$ cat config.mk
export PLATFORM = sky130hd
export DESIGN_NAME = smbus_command_word_sequencer
export DESIGN_NICKNAME = d
export VERILOG_FILES = /design/src/rtl/scws_pkg.sv /design/src/rtl/smbus_command_word_sequencer.sv
export SDC_FILE = /design/constraint.sdc
export NUM_CORES = 1
export LEC_CHECK = 0
export ABC_AREA = 1
export BUFFER_PORTS_ARGS = -buffer_cell sky130_fd_sc_hd__buf_2
export CORE_MARGIN = 2
export CORE_UTILIZATION = 53
export DETAILED_ROUTE_END_ITERATION = 16
export PLACE_DENSITY = 0.8
export RECOVER_POWER = 50
export SYNTH_ARGS = -nofsm -noshare
export SYNTH_HDL_FRONTEND = slang
export SYNTH_SLANG_ARGS = --single-unit
$ cat constraint.sdc
create_clock -name clk -period 2.85 [get_ports clk]
set_input_delay 0.285 -clock clk [delete_from_list [all_inputs] [get_ports clk]]
set_output_delay 0.285 -clock clk [all_outputs]
set_load 0.02 [all_outputs]
$ cat src/rtl/scws_pkg.sv
// ----------------------------------------------------------------------------
// scws_pkg
// Shared types and codes for the smbus command word sequencer: request and
// command word layouts, status codes, transaction kinds and size constants.
// ----------------------------------------------------------------------------
`default_nettype none

package scws_pkg;

    // field width and default block size
    localparam int unsigned CountWidth = 6;
    localparam int unsigned BlockMaxDefault = 32;

    // transaction kinds
    localparam logic [1:0] KIND_BYTE  = 2'd0;
    localparam logic [1:0] KIND_WORD  = 2'd1;
    localparam logic [1:0] KIND_BLOCK = 2'd2;
    localparam logic [1:0] KIND_BAD   = 2'd3;

    // request operations
    localparam logic OP_HEADER  = 1'b0;
    localparam logic OP_PAYLOAD = 1'b1;

    // status codes
    localparam logic [1:0] ST_OK      = 2'd0;
    localparam logic [1:0] ST_KIND    = 2'd1;
    localparam logic [1:0] ST_LONG    = 2'd2;
    localparam logic [1:0] ST_PAYLOAD = 2'd3;

    // one request item
    typedef struct packed {
        logic        op;
        logic        read_not_write;
        logic [1:0]  kind;
        logic [7:0]  command;
        logic [15:0] data_word;
        logic [7:0]  block_len;
        logic [7:0]  payload_byte;
    } req_t;

    // one command word
    typedef struct packed {
        logic [7:0] data_byte;
        logic       is_read;
        logic       stop_mark;
        logic       restart_mark;
        logic [1:0] status;
        logic       last;
    } word_t;

endpackage

`default_nettype wire

$ cat src/rtl/smbus_command_word_sequencer.sv
// ----------------------------------------------------------------------------
// smbus_command_word_sequencer
// Expands smbus byte, word and block transaction requests into i2c master
// command words with restart and stop marks.
// ----------------------------------------------------------------------------
// Usage:
//   req channel (req_valid/req_stall/req) takes transaction headers and
//   block write payload bytes. word channel (word_valid/word_stall/word)
//   gives one command word per transfer; word.last marks the final word
//   caused by a request.
//   The first word of a request sits in the output register from the cycle
//   after its transfer. Each further word is loaded in the cycle after
//   the previous one is taken, and a request produces 1 to 1 + BLOCK_MAX
//   words. The next request is accepted in the same cycle the final word
//   of the current one is taken.
//   A single down counter and byte shifter, reloaded per header, walks out
//   the words after the first; it sets the one-word-per-cycle rate while
//   the receiver does not stall. When the receiver stalls, the current word
//   holds and req_stall stays high until the final word is taken.
//   Reset empties the output register, clears the word counter and the
//   count of outstanding block write payload bytes.
// ----------------------------------------------------------------------------
`default_nettype none

module smbus_command_word_sequencer #(
    parameter int unsigned BLOCK_MAX = scws_pkg::BlockMaxDefault
) (
    input  wire logic           clk,
    input  wire logic           rst_n,
    input  wire logic           req_valid,
    output logic                req_stall,
    input  wire scws_pkg::req_t req,
    output logic                word_valid,
    input  wire logic           word_stall,
    output scws_pkg::word_t     word
);

    localparam int unsigned CW = scws_pkg::CountWidth;

    // registers
    logic                  word_valid_reg, word_valid_next;
    scws_pkg::word_t       word_reg, word_next;
    logic [CW-1:0]         rem_reg, rem_next;
    logic [CW-1:0]         pay_reg, pay_next;
    logic                  rd_mode_reg, rd_mode_next;
    logic                  first_reg, first_next;
    logic [15:0]           dw_reg, dw_next;

    logic                  free;
    logic                  req_take;
    logic                  word_take;
    logic [CW-1:0]         rlen;
    logic                  too_long;

    // handshake
    assign word_take = word_valid_reg && !word_stall;
    assign free      = !word_valid_reg || (word_take && (rem_reg == '0));
    assign req_stall = !free;
    assign req_take  = req_valid && free;

    assign too_long = (req.block_len > 8'(BLOCK_MAX));

    // read request count for a header
    always_comb
    begin
        case (req.kind)
            scws_pkg::KIND_BYTE: rlen = CW'(1);
            scws_pkg::KIND_WORD: rlen = CW'(2);
            default:             rlen = req.block_len[CW-1:0];
        endcase
    end

    // next state
    always_comb
    begin
        word_valid_next = word_valid_reg;
        word_next       = word_reg;
        rem_next        = rem_reg;
        pay_next        = pay_reg;
        rd_mode_next    = rd_mode_reg;
        first_next      = first_reg;
        dw_next         = dw_reg;

        if (req_take)
        begin
            word_valid_next        = 1'b1;
            word_next.data_byte    = 8'd0;
            word_next.is_read      = 1'b0;
            word_next.stop_mark    = 1'b0;
            word_next.restart_mark = 1'b0;
            word_next.status       = scws_pkg::ST_OK;
            word_next.last         = 1'b1;
            rem_next               = '0;
            first_next             = 1'b1;
            dw_next                = req.data_word;
            rd_mode_next           = req.read_not_write;

            if (req.op == scws_pkg::OP_PAYLOAD)
            begin
                // block write payload byte
                if (pay_reg == '0)
                begin
                    word_next.status = scws_pkg::ST_PAYLOAD;
                end
                else
                begin
                    word_next.data_byte = req.payload_byte;
                    word_next.stop_mark = (pay_reg == CW'(1));
                    pay_next            = pay_reg - CW'(1);
                end
            end
            else
            begin
                // header abandons any unfinished block
                pay_next = '0;
                if (req.kind == scws_pkg::KIND_BAD)
                begin
                    word_next.status = scws_pkg::ST_KIND;
                end
                else if (req.kind == scws_pkg::KIND_BLOCK && too_long)
                begin
                    word_next.status = scws_pkg::ST_LONG;
                end
                else
                begin
                    word_next.data_byte    = req.command;
                    word_next.restart_mark = 1'b1;
                    if (!req.read_not_write)
                    begin
                        case (req.kind)
                            scws_pkg::KIND_BYTE:
                            begin
                                rem_next       = CW'(1);
                                word_next.last = 1'b0;
                            end
                            scws_pkg::KIND_WORD:
                            begin
                                rem_next       = CW'(2);
                                word_next.last = 1'b0;
                            end
                            default:
                            begin
                                word_next.stop_mark = (req.block_len == 8'd0);
                                pay_next            = req.block_len[CW-1:0];
                            end
                        endcase
                    end
                    else if (rlen == '0)
                    begin
                        word_next.stop_mark = 1'b1;
                    end
                    else
                    begin
                        rem_next       = rlen;
                        word_next.last = 1'b0;
                    end
                end
            end
        end
        else if (word_take)
        begin
            // walk out the remaining words of the current request
            if (rem_reg != '0)
            begin
                word_next.data_byte    = rd_mode_reg ? 8'd0 : dw_reg[7:0];
                word_next.is_read      = rd_mode_reg;
                word_next.stop_mark    = (rem_reg == CW'(1));
                word_next.restart_mark = rd_mode_reg && first_reg;
                word_next.status       = scws_pkg::ST_OK;
                word_next.last         = (rem_reg == CW'(1));
                rem_next               = rem_reg - CW'(1);
                first_next             = 1'b0;
                dw_next                = {8'd0, dw_reg[15:8]};
            end
            else
            begin
                word_valid_next = 1'b0;
            end
        end
    end

    // control registers
    always_ff @(posedge clk or negedge rst_n)
    begin
        if (!rst_n)
        begin
            word_valid_reg <= 1'b0;
            rem_reg        <= '0;
            pay_reg        <= '0;
        end
        else
        begin
            word_valid_reg <= word_valid_next;
            rem_reg        <= rem_next;
            pay_reg        <= pay_next;
        end
    end

    // payload registers
    always_ff @(posedge clk)
    begin
        word_reg    <= word_next;
        rd_mode_reg <= rd_mode_next;
        first_reg   <= first_next;
        dw_reg      <= dw_next;
    end

    assign word_valid = word_valid_reg;
    assign word       = word_reg;

endmodule

`default_nettype wire

---- Word-level counts from Yosys, hierarchy flattened ----
Cells that the tools add are included.
W data, S select, Z words.
storage, ports and cells
  input port bits ......................... 48
  logic and storage cells ................. 91
  register bits ........................... 45
  output and inout port bits .............. 16
operators by class
  reduce and logical (&&, ||, !) cells .... 22
  multiplexer cells ....................... 47
  magnitude comparators ................... 1
  add/sub/neg operators ................... 2
  equal/unequal tests ..................... 7
operators by type and width
  cell                   number
  $mux W6                14
  $mux W16               3
  $mux W14               3
  $mux W8                5
  $logic_not A6 Y1       3
  $mux W1                14
  $eq A6 B1 Y1 const B   2
  $mux W2                6
  $pmux W6 S2            1
  $sub A6 B1 Y6 const B  2
  $gt A8 B6 Y1 const B   1
  $logic_not A8 Y1       1
  $reduce_and A2 Y1      4
  $reduce_bool A6 Y1     1
  $logic_and A1 B1 Y1    5
  $eq A2 B2 Y1 const B   2
  $ne A2 B2 Y1 const B   2
  $pmux W2 S2            1
  $reduce_bool A2 Y1     2
  $logic_not A1 Y1       3
  $eq A2 B1 Y1 const B   1
  $logic_not A2 Y1       1
  $reduce_or A2 Y1       1
  $logic_or A1 B1 Y1     1

---- Longest topological paths before layout ----
  depth after elaboration ................. 9
  gate-level depth with buffers ........... 11
  mapped depth without buffers ............ 11

---- Least setup slack after synthesis ----
No wires, ideal clock.
  path kind ............................... register -> register
  start ................................... register rem_reg[0]
  end ..................................... register dw_reg[0], enable pin
  buffers on the path ..................... 0
  path slack .............................. 0.580 ns
  cell stages (with the launch flop) ...... 9
  data required time ...................... 2.459 ns
  library setup time ...................... 0.391 ns
  arrival time ............................ 1.879 ns
  period minus slack after synthesis ...... 2.270 ns
  path through ............................ dfrtp_1 > inv_1 > ha_1 > nand2_1 > nor2_2 > nand2_2 > nand2_4 > nand2_4 > nand2_1
on the way
  longest elaborated chain between the ends .. 6
  elaborated cells between the ends (all ways) .. 8
  classes of those cells .................. 8 x reduce/logical
RTL lines
  item                                    line                                 source
  start, declared                         smbus_command_word_sequencer.sv:43   logic [CW-1:0] rem_reg, rem_next;
  start signal, assigned                  smbus_command_word_sequencer.sv:194  rem_reg <= rem_next;
  $logic_not A6 Y1                        smbus_command_word_sequencer.sv:57   assign free = !word_valid_reg || (word_take && (rem_reg == '0));
  $logic_and A1 B1 Y1                     smbus_command_word_sequencer.sv:57
  $logic_or A1 B1 Y1                      smbus_command_word_sequencer.sv:57
  $logic_and A1 B1 Y1                     smbus_command_word_sequencer.sv:59   assign req_take = req_valid && free;
  $reduce_bool A2 Y1 (no source line)     n/a
  $reduce_and A2 Y1 (no source line) (*)  n/a
  end signal, assigned                    smbus_command_word_sequencer.sv:205  dw_reg <= dw_next;
  end, declared                           smbus_command_word_sequencer.sv:47   logic [15:0] dw_reg, dw_next;
Mark *: on every way between the ends. The rest lies on a longest branch, timed or not.
A chain may end at the register's enable or synchronous reset.

---- Worst setup path after layout ----
  start ................................... register rem_reg[0]
  end ..................................... register word_reg (netlist bit word[11]), enable pin
on the way
  longest elaborated chain between the ends .. 6
  elaborated cells between the ends (all ways) .. 8
  classes of those cells .................. 8 x reduce/logical
RTL lines
  item                                    line                                 source
  $logic_not A6 Y1                        smbus_command_word_sequencer.sv:57
  $logic_and A1 B1 Y1                     smbus_command_word_sequencer.sv:57
  $logic_or A1 B1 Y1                      smbus_command_word_sequencer.sv:57
  $logic_and A1 B1 Y1                     smbus_command_word_sequencer.sv:59
  $reduce_bool A2 Y1 (no source line)     n/a
  $reduce_and A2 Y1 (no source line) (*)  n/a
  end signal, assigned                    smbus_command_word_sequencer.sv:202  word_reg <= word_next;
  end, declared                           smbus_command_word_sequencer.sv:42   scws_pkg::word_t word_reg, word_next;
Marked as above.

==> metrics.cfg <==
[clock_network]
path_clk_slew_ns = 0.09
post_cts_buffers = 0
insertion_delay_ns = 0.31
holdBufCountCts = 1
numCtsBuffers = 5
htree_num_levels = 2
cts_tree = built
cts_resized = 0
cts_buffer_depth = 2
clock-root-buffer = clkbuf_8
cts.sinks = 45

[sta]
period_share_pct = 84.94
tightest_slew_ns = 0.7974
rsz0062_at_grt = false
report.final.slew_viol_count = 0
setup_violations = 0
fmax_ghz = 0.4131
relSlewSlack_pct = 46.84
hold_violations = 0
tns_ns = 0
skew_ns = 0.005793
fin_crit_ns = 2.421

[layout]
multiInputGateArea_um2 = 1056
largest_reg_flops = 16
final_cells = 437
regArea_um2 = 1266
num_antenna_cells = 0
areaGrowthSynthToFinish_pct = 15.96
fin_nets = 435
drive_gt1_share_pct = 16.19
nFillCells = 426

[critical_path]
crit_family = simple AND/OR/NAND/NOR gates
max_stage_delay_ns = 0.40
worstPathRequired_ns = 2.86
crit_slowest_cell = dfrtp_1
reg2reg_slack_ns = 0.43
worst-path-buf-inv = 2
crit_path_end_kind = flip-flop
crit_fanout = 31
crit_chain = inv_1 > ha_1 > nand2_1 > nor2_1 > nand2_2 > nand2_4 > nand2_4 > nand2_1 > buf_12
setup.worst_path.start_class = flip-flop
crit_type = reg -> reg
arrival_ns = 2.43
r2r_start = rem_reg[0]
crit_start = rem_reg[0]

[placement]
place_inst = 428
gp_congestion = 0.8636
numPortBuffers = 63
dp_hpwl_um = 4177

[worst_hold_path]
hold_path_class = in -> reg
hp-start = req[22]

[global_routing]
grt_pass1_wl_um = 9411
grt_pass1_vias = 2064
overflow = 0
antenna_found_initial = 0
grt_max_degree = 32
grt.total_usage_pct = 22.82

[synthesis]
netlist_area_um2 = 2555
synth.avg_cell_area_um2 = 8.060
synth.distinct_cells = 33
yosys_warnings = 0
yosys.area_share.simple_pct = 31.59
synth.mux.area_fraction_pct = 0
yosys.area_share.adder_pct = 2.449
netlist_instances = 317
synth_top_family_by_area = simple AND/OR/NAND/NOR gates
synth_xor_xnor_area_share_pct = 1.028
synth_compound_area_share_pct = 6.954
ys_seq_area_share_pct = 49.56
synth-seq-cells = 45
synth_fp_nets = 370

[floorplanning]
die_area_um2 = 5392
ioPinCount = 64
core_area_um2 = 4692
rows = 25
die_w_um = 73.43
start_util_pct = 54.45
chipHeight_um = 73.43

[drt]
wirelength_um = 5666
avgViaCountPerCell = 5.270
drc = 0
vias = 2303
ant_nets = 0
initialDrtViolationCount = 198
drtPass1Iterations = 7
routedWlPerCell_um = 12.97

[job]
max-cap-violations = 0

[status]
status = complete, no violations

[power]
peakVddDrop_mv = 0.4595
powerDensity_nw_per_um2 = 707.2
p_leak_uw = 0.001450

path summary, 6_finish.rpt:
path	depth (start not counted)	to
setup / recovery	9	word[11]
hold / removal	3	dw_reg[6]
setup reg to reg	9	word[11]
hold reg to reg	2	first_reg
max in group asynchronous	2	rem_reg[3]
min in group asynchronous	2	pay_reg[5]
tightest hold or removal path: stages:
cell and delay, ns:
buf_2 0.08, nand2_1 0.04, nand2_1 0.04
power by group:
| group | total [uW] | leakage, uW | switching (uW) | internal [uW] |
|---|---|---|---|---|
| registers | 992 | 0.000470 | 100 | 892 |
| logic | 696 | 0.000932 | 453 | 243 |
| clock network | 407 | 0.0000481 | 233 | 174 |
| total | 2100 | 0.00145 | 787 | 1310 |
layer usage:
layer	track usage [%]	wire length [um]
met2	35.24	2710
met5	0	0
met1	32.24	2462
met3	5.075	383
met4	7.071	110
cells in the final DEF (no fill, tap or decap), types with 2 or more instances in the layout:
| master | n |
|---|---|
| o21ai_0 | 13 |
| xor2_1 | 2 |
| clkbuf_8 | 5 |
| nand2_4 | 2 |
| inv_1 | 37 |
| buf_2 | 45 |
| clkinv_2 | 2 |
| nand2_1 | 82 |
| dfxtp_1 | 2 |
| ha_1 | 5 |
| a21oi_1 | 10 |
| nor3_1 | 2 |
| nand3_1 | 39 |
| dfrtp_1 | 13 |
| nor2_1 | 46 |
| clkinv_4 | 2 |
| nand4_1 | 9 |
| clkbuf_1 | 19 |
| a21boi_0 | 4 |
| clkinv_1 | 2 |
| edfxtp_1 | 30 |
per-stage QoR:
| step | worst slack (ns) | total power [uW] | utilization (%) | area [um^2] | hold WS, ns |
|---|---|---|---|---|---|
| after floorplan | 0.5802 | 1511 | - | 2555 | -0.01059 |
| final | 0.4293 | 2095 | 63.15 | 2963 | 0.2474 |
| after CTS | 0.5096 | 2118 | 64.08 | 3007 | 0.2007 |
| after global placement | 0.6291 | 1686 | 61.92 | 2905 | 0.1952 |
| after global routing | 0.2281 | 2256 | 63.15 | 2963 | 0.2420 |
| after detailed placement | 0.5212 | 1718 | 61.92 | 2905 | 0.2011 |
area by class of cell:
class | instances | share of cell area, %
Clock buffer | 5 | 2.323
Clock inverter | 3 | 0.7601
Timing Repair Buffer | 66 | 11.02
Multi-Input combinational cell | 223 | 35.64
Inverter | 41 | 5.236
Tap cell | 54 | 2.280
Sequential cell | 45 | 42.74
cell usage after synthesis (all sizes together):
master  instances  area share [%]
dfrtp          13              13
edfxtp         30              35
ha              5             2.4
nand2          85              13
xnor2           1            0.34
a21oi          10             2.0
a31oi           1            0.25
clkinv          3            0.49
clkbuf          1            0.15
inv            38             5.6
dfxtp           2             1.6
o22ai           1            0.25
nand4           9             2.2
buf             7             2.2
a211oi          1            0.49
xor2            2            0.69
a22oi           1            0.29
o21ai          13             2.5
or2             1            0.25
a21boi          4             1.2
nor3            2            0.59
nor2           48             7.5
nand3          39             7.8
kinds of logic after synthesis:
logic type	after synthesis
xor+xnor	3
buf+inv	49
fa+ha+maj	5
simple gates	184
flops	45
compound gates	31
Power figures use the tool's default switching activity.
